File: config.mk
export PLATFORM = sky130hd
export DESIGN_NAME = baro_altitude_drop_detector
export DESIGN_NICKNAME = d
export VERILOG_FILES = /design/src/hdl/baro_pkg.sv /design/src/hdl/baro_ctrl.sv /design/src/hdl/baro_ring.sv /design/src/hdl/baro_dp.sv /design/src/hdl/baro_altitude_drop_detector.sv
export VERILOG_INCLUDE_DIRS = /design/src /design/src/hdl
export SDC_FILE = /design/constraint.sdc
export NUM_CORES = 2
export LEC_CHECK = 0
export BUFFER_PORTS_ARGS = -buffer_cell sky130_fd_sc_hd__buf_2
export CORE_ASPECT_RATIO = 2
export CORE_MARGIN = 3
export CORE_UTILIZATION = 40
export DETAILED_ROUTE_END_ITERATION = 10
export SLEW_MARGIN = 20
export SYNTH_ARGS = -nofsm -noshare
export SYNTH_HDL_FRONTEND = slang
export SYNTH_SLANG_ARGS = --single-unit
File: constraint.sdc
create_clock -name clk -period 10.3 [get_ports clk]
set_clock_uncertainty 0.15 [all_clocks]
set_input_delay 0.515 -clock clk [delete_from_list [all_inputs] [get_ports clk]]
set_output_delay 0.515 -clock clk [all_outputs]
set_load 0.02 [all_outputs]
File: src/hdl/baro_altitude_drop_detector_assert.svh
// Assertion macros for the altitude drop detector datapath.
`ifndef BARO_ALTITUDE_DROP_DETECTOR_ASSERT_SVH
`define BARO_ALTITUDE_DROP_DETECTOR_ASSERT_SVH

// Same-cycle implication, sampled on clk, off while rst_n is low.
`define BARO_ASSERT_IMP(name, ante, cons) \
    name: assert property (@(posedge clk) disable iff (!rst_n) (ante) |-> (cons)) \
        else $error("baro: assertion failed");

// Next-cycle implication, sampled on clk, off while rst_n is low.
`define BARO_ASSERT_NXT(name, ante, cons) \
    name: assert property (@(posedge clk) disable iff (!rst_n) (ante) |=> (cons)) \
        else $error("baro: assertion failed");

`endif

File: src/hdl/baro_pkg.sv
// Shared types and constants for the barometric altitude drop detector.
package baro_pkg;

    localparam int BARO_WINDOW_DEPTH = 10;

    localparam logic [16:0] PREF_RESET     = 17'd101325;
    localparam logic [13:0] THR_RESET      = 14'd20;
    localparam logic [31:0] EXPO_Q30       = 32'd204333069;
    localparam logic [31:0] LN2_Q32        = 32'hB17217F8;
    localparam logic [31:0] ALT_SCALE_CM   = 32'd4433000;
    localparam logic [1:0]  CFG_REF_PRESS  = 2'd0;
    localparam logic [1:0]  CFG_DROP_THR   = 2'd1;

    // Datapath operations
    typedef enum logic [4:0] {
        OP_NONE,
        OP_LOAD,
        OP_LOG_INIT,
        OP_MUL_LO,
        OP_MUL_HI,
        OP_SQ_STEP,
        OP_LOG_SAVE,
        OP_DIFF,
        OP_EXPO,
        OP_T,
        OP_DIV_INIT,
        OP_TERM,
        OP_POWER,
        OP_ALT,
        OP_ALT_SPECIAL,
        OP_RING,
        OP_CHECK
    } op_t;

    // Multiplier operand selection
    typedef enum logic [2:0] {
        MS_SQ,
        MS_EXPO,
        MS_LN2,
        MS_TERM,
        MS_RECIP,
        MS_ALT
    } mul_sel_t;

    typedef struct packed {
        op_t      op;
        mul_sel_t msel;
        logic     log_sel;   // 0: sample, 1: reference pressure
    } dp_cmd_t;

    typedef struct packed {
        logic p_zero;
        logic pref_zero;
        logic k_last;
        logic out_free;
    } dp_status_t;

endpackage

File: src/hdl/baro_ctrl.sv
// Sequencer for the altitude computation, window update and drop check.
module baro_ctrl
    import baro_pkg::*;
(
    input  logic       clk,
    input  logic       rst_n,
    input  logic       in_valid,
    output logic       in_stall,
    input  dp_status_t status,
    output dp_cmd_t    cmd
);

    typedef enum logic [4:0] {
        S_IDLE, S_START, S_SQ_LO, S_SQ_HI, S_SQ_ST, S_LOG_SAVE, S_LOG_INIT2,
        S_DIFF, S_EX_LO, S_EX_HI, S_EXPO, S_LN_LO, S_LN_HI, S_T,
        S_TM_LO, S_TM_HI, S_DV_INIT, S_DV_LO, S_DV_HI, S_TERM, S_POW,
        S_AL_LO, S_AL_HI, S_ALT, S_RING, S_CHECK
    } state_t;

    state_t      state_reg, state_next;
    logic [4:0]  cnt_reg, cnt_next;
    logic        second_reg, second_next;

    assign in_stall = (state_reg != S_IDLE);

    // Next state and command decode
    always_comb
    begin
        state_next  = state_reg;
        cnt_next    = cnt_reg;
        second_next = second_reg;
        cmd.op      = OP_NONE;
        cmd.msel    = MS_SQ;
        cmd.log_sel = second_reg;
        case (state_reg)
            S_IDLE:
            begin
                if (in_valid)
                begin
                    cmd.op     = OP_LOAD;
                    state_next = S_START;
                end
            end
            S_START:
            begin
                if (status.p_zero || status.pref_zero)
                begin
                    cmd.op     = OP_ALT_SPECIAL;
                    state_next = S_RING;
                end
                else
                begin
                    cmd.op      = OP_LOG_INIT;
                    cmd.log_sel = 1'b0;
                    second_next = 1'b0;
                    cnt_next    = 5'd29;
                    state_next  = S_SQ_LO;
                end
            end
            S_SQ_LO:
            begin
                cmd.op     = OP_MUL_LO;
                state_next = S_SQ_HI;
            end
            S_SQ_HI:
            begin
                cmd.op     = OP_MUL_HI;
                state_next = S_SQ_ST;
            end
            S_SQ_ST:
            begin
                cmd.op = OP_SQ_STEP;
                if (cnt_reg == 5'd0)
                    state_next = second_reg ? S_DIFF : S_LOG_SAVE;
                else
                begin
                    cnt_next   = cnt_reg - 5'd1;
                    state_next = S_SQ_LO;
                end
            end
            S_LOG_SAVE:
            begin
                cmd.op     = OP_LOG_SAVE;
                state_next = S_LOG_INIT2;
            end
            S_LOG_INIT2:
            begin
                cmd.op      = OP_LOG_INIT;
                cmd.log_sel = 1'b1;
                second_next = 1'b1;
                cnt_next    = 5'd29;
                state_next  = S_SQ_LO;
            end
            S_DIFF:
            begin
                cmd.op     = OP_DIFF;
                state_next = S_EX_LO;
            end
            S_EX_LO:
            begin
                cmd.op     = OP_MUL_LO;
                cmd.msel   = MS_EXPO;
                state_next = S_EX_HI;
            end
            S_EX_HI:
            begin
                cmd.op     = OP_MUL_HI;
                cmd.msel   = MS_EXPO;
                state_next = S_EXPO;
            end
            S_EXPO:
            begin
                cmd.op     = OP_EXPO;
                state_next = S_LN_LO;
            end
            S_LN_LO:
            begin
                cmd.op     = OP_MUL_LO;
                cmd.msel   = MS_LN2;
                state_next = S_LN_HI;
            end
            S_LN_HI:
            begin
                cmd.op     = OP_MUL_HI;
                cmd.msel   = MS_LN2;
                state_next = S_T;
            end
            S_T:
            begin
                cmd.op     = OP_T;
                state_next = S_TM_LO;
            end
            S_TM_LO:
            begin
                cmd.op     = OP_MUL_LO;
                cmd.msel   = MS_TERM;
                state_next = S_TM_HI;
            end
            S_TM_HI:
            begin
                cmd.op     = OP_MUL_HI;
                cmd.msel   = MS_TERM;
                state_next = S_DV_INIT;
            end
            S_DV_INIT:
            begin
                cmd.op     = OP_DIV_INIT;
                state_next = S_DV_LO;
            end
            // divide by k as a product with the reciprocal of k
            S_DV_LO:
            begin
                cmd.op     = OP_MUL_LO;
                cmd.msel   = MS_RECIP;
                state_next = S_DV_HI;
            end
            S_DV_HI:
            begin
                cmd.op     = OP_MUL_HI;
                cmd.msel   = MS_RECIP;
                state_next = S_TERM;
            end
            S_TERM:
            begin
                cmd.op     = OP_TERM;
                state_next = status.k_last ? S_POW : S_TM_LO;
            end
            S_POW:
            begin
                cmd.op     = OP_POWER;
                state_next = S_AL_LO;
            end
            S_AL_LO:
            begin
                cmd.op     = OP_MUL_LO;
                cmd.msel   = MS_ALT;
                state_next = S_AL_HI;
            end
            S_AL_HI:
            begin
                cmd.op     = OP_MUL_HI;
                cmd.msel   = MS_ALT;
                state_next = S_ALT;
            end
            S_ALT:
            begin
                cmd.op     = OP_ALT;
                state_next = S_RING;
            end
            S_RING:
            begin
                cmd.op     = OP_RING;
                state_next = S_CHECK;
            end
            S_CHECK:
            begin
                // wait for the output register to free up
                if (status.out_free)
                begin
                    cmd.op     = OP_CHECK;
                    state_next = S_IDLE;
                end
            end
            default:
            begin
                state_next = S_IDLE;
            end
        endcase
    end

    // State and counters
    always_ff @(posedge clk or negedge rst_n)
    begin
        if (!rst_n)
        begin
            state_reg  <= S_IDLE;
            cnt_reg    <= 5'd0;
            second_reg <= 1'b0;
        end
        else
        begin
            state_reg  <= state_next;
            cnt_reg    <= cnt_next;
            second_reg <= second_next;
        end
    end

endmodule

File: src/hdl/baro_ring.sv
// Window of recent altitudes with per-entry valid bits cleared at reset.
module baro_ring
    import baro_pkg::*;
#(
    parameter int DEPTH = BARO_WINDOW_DEPTH
)
(
    input  logic               clk,
    input  logic               rst_n,
    input  logic               wr_en,
    input  logic signed [23:0] wr_data,
    output logic signed [23:0] oldest
);

    localparam int PW = (DEPTH > 1) ? $clog2(DEPTH) : 1;
    localparam logic [PW-1:0] LAST = PW'(DEPTH - 1);

    logic signed [23:0] mem [DEPTH];
    logic [DEPTH-1:0]   valid_reg;
    logic [PW-1:0]      wp_reg, wp_next;
    logic signed [23:0] rd_reg;

    assign wp_next = (wp_reg == LAST) ? '0 : wp_reg + PW'(1);
    assign oldest  = rd_reg;

    // Storage write and registered read of the entry after the new one
    always_ff @(posedge clk)
    begin
        if (wr_en)
        begin
            mem[wp_reg] <= wr_data;
            rd_reg      <= valid_reg[wp_next] ? mem[wp_next] : 24'sd0;
        end
    end

    // Pointer and valid bits
    always_ff @(posedge clk or negedge rst_n)
    begin
        if (!rst_n)
        begin
            wp_reg    <= '0;
            valid_reg <= '0;
        end
        else if (wr_en)
        begin
            wp_reg            <= wp_next;
            valid_reg[wp_reg] <= 1'b1;
        end
    end

endmodule

File: src/hdl/baro_dp.sv
// Datapath: log2 by squaring, exponent, Taylor power, altitude, drop check.
`include "baro_altitude_drop_detector_assert.svh"
module baro_dp
    import baro_pkg::*;
#(
    parameter int WINDOW_DEPTH = BARO_WINDOW_DEPTH
)
(
    input  logic               clk,
    input  logic               rst_n,
    input  dp_cmd_t            cmd,
    output dp_status_t         status,
    input  logic [16:0]        pressure_pa,
    input  logic               check_request,
    input  logic               confirm,
    input  logic               cfg_valid,
    input  logic [1:0]         cfg_index,
    input  logic [16:0]        cfg_data,
    output logic               out_valid,
    input  logic               out_stall,
    output logic [16:0]        pressure_out,
    output logic signed [23:0] altitude_cm,
    output logic signed [23:0] drop_cm,
    output logic               trigger_pending,
    output logic               fall_pulse
);

    logic [16:0] p_reg, pref_reg;
    logic [13:0] thr_reg;
    logic        chk_reg, cnf_reg;
    logic [30:0] x_reg;
    logic [29:0] bits_reg;
    logic [4:0]  top_reg;
    logic [34:0] lp_reg;
    logic        neg_reg;
    logic [34:0] mag_reg;
    logic [2:0]  nidx_reg;
    logic [29:0] f_reg, t_reg;
    logic [30:0] term_reg, div_reg;
    logic [31:0] sum_reg;
    logic [3:0]  k_reg;
    logic [35:0] amag_reg;
    logic        dneg_reg;
    logic signed [23:0] alt_reg;
    logic [67:0] acc_reg;
    logic        pending_reg;
    logic        out_valid_reg;
    logic [16:0] pout_reg;
    logic signed [23:0] aout_reg, dout_reg;
    logic        pulse_reg;

    logic signed [23:0] oldest;

    // Multiplier: one 18 x 32 product per cycle, two halves per operation
    logic [35:0] mul_a;
    logic [31:0] mul_b;
    logic [17:0] mul_half;
    logic [49:0] mul_prod;
    logic [35:0] recip;

    // ceil(2^34 / k): exact floor division of a 30-bit value by k
    always_comb
    begin
        case (k_reg)
            4'd1:    recip = 36'd17179869184;
            4'd2:    recip = 36'd8589934592;
            4'd3:    recip = 36'd5726623062;
            4'd4:    recip = 36'd4294967296;
            4'd5:    recip = 36'd3435973837;
            4'd6:    recip = 36'd2863311531;
            4'd7:    recip = 36'd2454267027;
            4'd8:    recip = 36'd2147483648;
            4'd9:    recip = 36'd1908874354;
            4'd10:   recip = 36'd1717986919;
            4'd11:   recip = 36'd1561806290;
            4'd12:   recip = 36'd1431655766;
            4'd13:   recip = 36'd1321528399;
            4'd14:   recip = 36'd1227133514;
            4'd15:   recip = 36'd1145324613;
            default: recip = 36'd0;
        endcase
    end

    always_comb
    begin
        case (cmd.msel)
            MS_SQ:    begin mul_a = {5'd0, x_reg};    mul_b = {1'b0, x_reg};   end
            MS_EXPO:  begin mul_a = {1'b0, mag_reg};  mul_b = EXPO_Q30;        end
            MS_LN2:   begin mul_a = {6'd0, f_reg};    mul_b = LN2_Q32;         end
            MS_TERM:  begin mul_a = {5'd0, term_reg}; mul_b = {2'd0, t_reg};   end
            MS_RECIP: begin mul_a = recip;            mul_b = {1'b0, div_reg}; end
            MS_ALT:   begin mul_a = amag_reg;         mul_b = ALT_SCALE_CM;    end
            default:  begin mul_a = '0;               mul_b = '0;              end
        endcase
    end

    assign mul_half = (cmd.op == OP_MUL_HI) ? mul_a[35:18] : mul_a[17:0];
    assign mul_prod = mul_half * mul_b;

    // Normalization of the log operand
    logic [16:0] log_v;
    logic [4:0]  log_top;
    logic [30:0] log_x;

    always_comb
    begin
        log_v   = cmd.log_sel ? pref_reg : p_reg;
        log_top = 5'd0;
        for (int i = 1; i < 17; i++)
        begin
            if (log_v[i])
                log_top = 5'(i);
        end
        log_x = {14'd0, log_v} << (5'd30 - log_top);
    end

    // Step results
    logic [31:0] sq;
    logic signed [35:0] diff;
    logic [32:0] m2;
    logic signed [34:0] w_val, u_val;
    logic [29:0] quot;
    logic [35:0] power;
    logic signed [36:0] d_val;
    logic [37:0] prod_r;
    logic [67:0] rounded;
    logic signed [24:0] drop;
    logic        drop_hit, pend_after;
    logic signed [23:0] drop_sat;

    always_comb
    begin
        sq     = acc_reg[61:30];
        diff   = $signed({1'b0, lp_reg}) - $signed({1'b0, top_reg, bits_reg});
        m2     = acc_reg[62:30];
        w_val  = neg_reg ? -$signed({2'b0, m2}) : $signed({2'b0, m2});
        u_val  = w_val + $signed(35'd4 << 30);
        quot   = acc_reg[63:34];
        if (nidx_reg[2])
            power = {4'd0, sum_reg} << nidx_reg[1:0];
        else
            power = {4'd0, sum_reg} >> (3'd4 - nidx_reg);
        d_val   = $signed(37'd1 << 30) - $signed({1'b0, power});
        rounded = acc_reg + (68'd1 << 29);
        prod_r  = rounded[67:30];
        drop     = $signed({oldest[23], oldest}) - $signed({alt_reg[23], alt_reg});
        drop_hit = chk_reg && (drop > $signed({11'd0, thr_reg}));
        pend_after = pending_reg || drop_hit;
        if (drop > 25'sd8388607)
            drop_sat = 24'sh7FFFFF;
        else if (drop < -25'sd8388608)
            drop_sat = -24'sd8388608;
        else
            drop_sat = drop[23:0];
    end

    baro_ring #(
        .DEPTH (WINDOW_DEPTH)
    ) u_ring (
        .clk     (clk),
        .rst_n   (rst_n),
        .wr_en   (cmd.op == OP_RING),
        .wr_data (alt_reg),
        .oldest  (oldest)
    );

    // Working registers
    always_ff @(posedge clk)
    begin
        case (cmd.op)
            OP_LOAD:
            begin
                p_reg   <= pressure_pa;
                chk_reg <= check_request;
                cnf_reg <= confirm;
            end
            OP_LOG_INIT:
            begin
                x_reg    <= log_x;
                top_reg  <= log_top;
                bits_reg <= '0;
            end
            OP_MUL_LO: acc_reg <= {18'd0, mul_prod};
            OP_MUL_HI: acc_reg <= acc_reg + ({18'd0, mul_prod} << 18);
            OP_SQ_STEP:
            begin
                bits_reg <= {bits_reg[28:0], sq[31]};
                x_reg    <= sq[31] ? sq[31:1] : sq[30:0];
            end
            OP_LOG_SAVE: lp_reg <= {top_reg, bits_reg};
            OP_DIFF:
            begin
                neg_reg <= diff[35];
                mag_reg <= diff[35] ? 35'(-diff) : diff[34:0];
            end
            OP_EXPO:
            begin
                nidx_reg <= u_val[32:30];
                f_reg    <= u_val[29:0];
            end
            OP_T:
            begin
                t_reg    <= acc_reg[61:32];
                term_reg <= 31'd1 << 30;
                sum_reg  <= 32'd1 << 30;
                k_reg    <= 4'd1;
            end
            OP_DIV_INIT:
            begin
                div_reg <= acc_reg[60:30];
            end
            OP_TERM:
            begin
                term_reg <= {1'b0, quot};
                sum_reg  <= sum_reg + {2'b0, quot};
                k_reg    <= k_reg + 4'd1;
            end
            OP_POWER:
            begin
                dneg_reg <= d_val[36];
                amag_reg <= d_val[36] ? 36'(-d_val) : d_val[35:0];
            end
            OP_ALT:
            begin
                if (!dneg_reg)
                    alt_reg <= (prod_r > 38'd8388607) ? 24'sh7FFFFF : prod_r[23:0];
                else
                    alt_reg <= (prod_r > 38'd8388608) ? -24'sd8388608 : 24'(-prod_r);
            end
            OP_ALT_SPECIAL:
            begin
                alt_reg <= (p_reg == 17'd0) ? 24'(ALT_SCALE_CM) : -24'sd8388608;
            end
            OP_CHECK:
            begin
                pout_reg  <= p_reg;
                aout_reg  <= alt_reg;
                dout_reg  <= chk_reg ? drop_sat : 24'sd0;
                pulse_reg <= pend_after && cnf_reg;
            end
            default:
            begin
            end
        endcase
    end

    // Configuration, pending flag and output valid
    always_ff @(posedge clk or negedge rst_n)
    begin
        if (!rst_n)
        begin
            pref_reg      <= PREF_RESET;
            thr_reg       <= THR_RESET;
            pending_reg   <= 1'b0;
            out_valid_reg <= 1'b0;
        end
        else
        begin
            if (cfg_valid && cfg_index == CFG_REF_PRESS)
                pref_reg <= cfg_data;
            if (cfg_valid && cfg_index == CFG_DROP_THR)
                thr_reg <= cfg_data[13:0];
            if (cmd.op == OP_CHECK)
            begin
                pending_reg   <= pend_after && !cnf_reg;
                out_valid_reg <= 1'b1;
            end
            else if (!out_stall)
                out_valid_reg <= 1'b0;
        end
    end

    assign status.p_zero    = (p_reg == 17'd0);
    assign status.pref_zero = (pref_reg == 17'd0);
    assign status.k_last    = (k_reg == 4'd15);
    assign status.out_free  = !out_valid_reg || !out_stall;

    assign out_valid       = out_valid_reg;
    assign pressure_out    = pout_reg;
    assign altitude_cm     = aout_reg;
    assign drop_cm         = dout_reg;
    assign trigger_pending = pending_reg;
    assign fall_pulse      = pulse_reg;

    // A held result is never overwritten
    `BARO_ASSERT_IMP(a_no_overwrite, cmd.op == OP_CHECK, !out_valid_reg || !out_stall)
    // A fired pulse leaves nothing pending
    `BARO_ASSERT_IMP(a_pulse_clears, out_valid_reg && pulse_reg, !pending_reg)
    // Term index stays within the reciprocal table
    `BARO_ASSERT_IMP(a_k_range, cmd.op == OP_TERM, k_reg != 4'd0)

endmodule

File: src/hdl/baro_altitude_drop_detector.sv
// Top level of the barometric altitude drop detector.
//
// Input channel (in_valid / in_stall): one transaction per pressure sample with
// pressure_pa, check_request and confirm. Output channel (out_valid /
// out_stall): one result transaction per sample, in order.
// Configuration channel (cfg_valid / cfg_ready, cfg_index, cfg_data): index 0
// is the reference pressure, index 1 the drop threshold; other indexes are
// ignored. cfg_ready is always high; write only while the block is idle.
//
// out_valid rises once a sample has gone through two 30-step log2 squarings
// on the shared 18x32 multiplier, 15 Taylor terms (term product, then divide
// by k as a product with its reciprocal) and the setup, exponent and altitude
// steps. A new sample is not taken while one is still being worked on. Zero
// pressure or reference skip the math. A new sample is taken once the
// previous one has been moved to the output register, even while that
// result waits.
//
// Reset (rst_n, asynchronous, active low) clears the altitude window via
// valid bits at once, the pointer and the pending flag, and restores the
// register defaults. While the receiver stalls, the result holds steady and
// the next sample stops just before loading the output register.
module baro_altitude_drop_detector
    import baro_pkg::*;
#(
    parameter int WINDOW_DEPTH = BARO_WINDOW_DEPTH
)
(
    input  logic               clk,
    input  logic               rst_n,
    input  logic               in_valid,
    output logic               in_stall,
    input  logic [16:0]        pressure_pa,
    input  logic               check_request,
    input  logic               confirm,
    output logic               out_valid,
    input  logic               out_stall,
    output logic [16:0]        pressure_out,
    output logic signed [23:0] altitude_cm,
    output logic signed [23:0] drop_cm,
    output logic               trigger_pending,
    output logic               fall_pulse,
    input  logic               cfg_valid,
    output logic               cfg_ready,
    input  logic [1:0]         cfg_index,
    input  logic [16:0]        cfg_data
);

    dp_cmd_t    cmd;
    dp_status_t status;

    assign cfg_ready = 1'b1;

    baro_ctrl u_ctrl (
        .clk      (clk),
        .rst_n    (rst_n),
        .in_valid (in_valid),
        .in_stall (in_stall),
        .status   (status),
        .cmd      (cmd)
    );

    baro_dp #(
        .WINDOW_DEPTH (WINDOW_DEPTH)
    ) u_dp (
        .clk             (clk),
        .rst_n           (rst_n),
        .cmd             (cmd),
        .status          (status),
        .pressure_pa     (pressure_pa),
        .check_request   (check_request),
        .confirm         (confirm),
        .cfg_valid       (cfg_valid),
        .cfg_index       (cfg_index),
        .cfg_data        (cfg_data),
        .out_valid       (out_valid),
        .out_stall       (out_stall),
        .pressure_out    (pressure_out),
        .altitude_cm     (altitude_cm),
        .drop_cm         (drop_cm),
        .trigger_pending (trigger_pending),
        .fall_pulse      (fall_pulse)
    );

endmodule

==> impl_results.md <==
* RD Place Congestion at 0.956
* Die height at 580 µm
* Die W at 293 µm
* Cell Area, Synth at 65800 µm²
* Slew HR at 10.4%
* Final period utilization at 103%
* Crit-path max FO at 8
* Fin area at 78800 µm²
* Yosys top cell by area: edfxtp_1
* Final setup fails at 10
* R2r worst-path depth at 44
* DR pass1 iterations at 6
* CORE AREA at 164000 µm²
* Cell variety after synth at 113
* Initial Util at 40.2%
* Post-DP HPWL at 195000 µm
* Initial DRC Count at 3651
* CP Class: reg -> reg
* Final Max Tran Viols at 0
* Vias in the first global route at 56000
* Clock Tree Buf Depth at 3
* Hold EP: u_dp.pref_reg[8]
* Seq cells post-synth at 840
* Worst R2R Setup Slack at -0.33 ns
* Clk slew on worst S/H paths at 0.07 ns
* Boundary Pins at 113
* Syn Nets at 7258
* Synth Warn # at 0
* Worst Path Required at 10.66 ns
* Register area share after synthesis at 37.5%
* Root buffer cell: clkbuf_16
* Post-synth EDFFs at 758
* RR Endpoint: u_dp.acc_reg[66]
* Slack of the critical path at -0.329 ns
* Mean Syn Cell Area at 10.2 µm²
* # clock sinks at 840
* Final ANT Viol Nets at 0
* Worst-Skew Late Latency at 0.71 ns
* Worst Tran Pin Value at 1.34 ns
* PortBufs at 111
* Synth Flop Type: edfxtp_1
* Area Overhead vs Synth at 19.7%
* Vias per inst at 5.68
* CP max stage cell: fa_1
* CP Capture Type: flip-flop
* CTS tree: done
* Fin nets at 7956
* Placed Area at 73900 µm²
* CP arrival at 10.99 ns
* Worst r2r src: u_ctrl.state_reg[1]
* Layout cell share with drive strength beyond 1 at 20.1%
* Vias post-DR at 53000
* Post-layout util at 48.1%
* First-pass GRT wire length at 362000 µm
* Violated checks: setup timing
* Yosys top cell area share at 34.6%
* Tmin final at 10.63 ns
* Max reg flops at 240
* Metal-1 WL at 75500 µm
* Crit-path max cell delay at 0.60 ns
* Aggregate global-route resource usage at 29.3%
* H-tree depth at 3
* Hold wc startpoint: cfg_index[1]
* Status: finished, violations left
* Hold Path Class: in -> reg
* Met3 wire len at 11200 µm
* Largest net degree at the start of global routing at 74
* Routed WL at 249000 µm
* Post-Syn Instances at 6433
* Per-cell routed wire length at 26.7 µm
* Worst Setup Start Kind: flip-flop
* RSZ-0062 raised after global routing: yes
* Cts bufs inserted at 80
* Max Cap Viol at 0
* Crit path top cell by count: fa_1
* Overflow after GRT at 0
* Async set-reset flop share out of synthesis at 6.90%
* Fmax at 94.1 MHz
* Final Hold Vio Count at 0
* Number of remaining DRC errors at 0
* Hold path depth at 5
* Max Used Layer: met5
* Die area at 170000 µm²
* Rows at 210
* Met2 wire len at 130000 µm
* Initial antenna violation count at 12
* Synth top area cells: edfxtp_1 (35%), fa_1 (15%), ha_1 (5.7%)
metrics by stage:
stage               hold slack (ns)  setup TNS [ns]  std cells  setup WS (ns)
floorplan                    0.0694               0       6433         0.0126
global placement              0.281          -10.94       9054         -0.927
detailed placement            0.282          -11.92       9054         -0.970
CTS                           0.113           -1.14       9305         -0.331
global route                  0.178           -7.12       9321         -0.691
finish                        0.162           -1.61       9329         -0.329
cell type report:
type / instances / area, µm²
flip-flops and latches: 840 / 24700
repair buffers: 936 / 7510
clock inverters: 53 / 587
well taps: 2120 / 2650
fillers: 15100 / 84900
inverters: 739 / 2780
diodes: 10 / 25.0
clock buffers: 97 / 2160
multi-input cells: 4534 / 38400
metal layers:
layer	global-route usage, %	vias up
li1	-	23800
met1	26.2	26400
met3	4.07	873
met4	30.1	2
met2	54.1	1827
met5	0	-
worst max-delay path: cells and delay by family, from the launching register on:
family          cells  cell delay [ns]
fa+ha+maj           8             3.56
buf+inv            11             1.17
compound gates     14             3.16
xor+xnor            1             0.18
simple gates       10             1.71
flops               1             0.46
worst max-delay path by stage:
stage                         from          endpoint  slack (ns)  cells past startpoint
2_1_floorplan  u_ctrl.state_reg[2]  u_dp.acc_reg[66]        0.01                     45
3_3_place_gp   u_ctrl.state_reg[4]  u_dp.acc_reg[67]       -0.93                     45
3_5_place_dp   u_ctrl.state_reg[4]  u_dp.acc_reg[67]       -0.97                     45
4_1_cts        u_ctrl.state_reg[1]  u_dp.acc_reg[66]       -0.33                     45
5_1_grt        u_ctrl.state_reg[2]  u_dp.acc_reg[66]       -0.69                     45
6_report       u_ctrl.state_reg[1]  u_dp.acc_reg[66]       -0.33                     44
placed cells by master (no fill, tap or decap), types with 79 or more instances in the layout:
cell type  count
xor2_1        96
clkbuf_16     82
mux2i_1      152
xnor2_1      212
nand3_1      100
inv_1        713
buf_4        710
fa_1         467
ha_1         282
o21ai_0      215
edfxtp_1     758
nor2_1       565
nand2b_1      79
a21o_1        91
a21oi_1      312
nand2_1      688
buf_2        112
cell usage after synthesis, drive strengths merged (80+ instances only):
library cell  number
edfxtp           758
inv              737
nand2            697
nor2             589
fa               484
a21oi            342
ha               298
clkbuf           260
o21ai            246
xnor2            227
mux2i            154
xor2             104
nand3            103
a21o              91
o21a              81
nand2b            80
nor3              80
kinds of logic after synthesis:
family	synth area share, %
flops	37.5
xor+xnor	4.42
buf+inv	6.26
other cells	0.00570
fa+ha+maj	20.4
compound gates	12.9
mux	5.56
simple gates	12.9
timing repair:
action | in CTS | in global routing
buffers inserted | 62 | 15
cloned | 2 | 0
setup endpoints to repair | 20 | 23
hold buffers | 38 | 0
pin swaps | 134 | 65
resized for setup | 171 | 80
endpoints found under the hold margin | 97 | 0
Power is not shown: default switching activity piles up to over one toggle a cycle in this logic, so the estimate is an artifact.
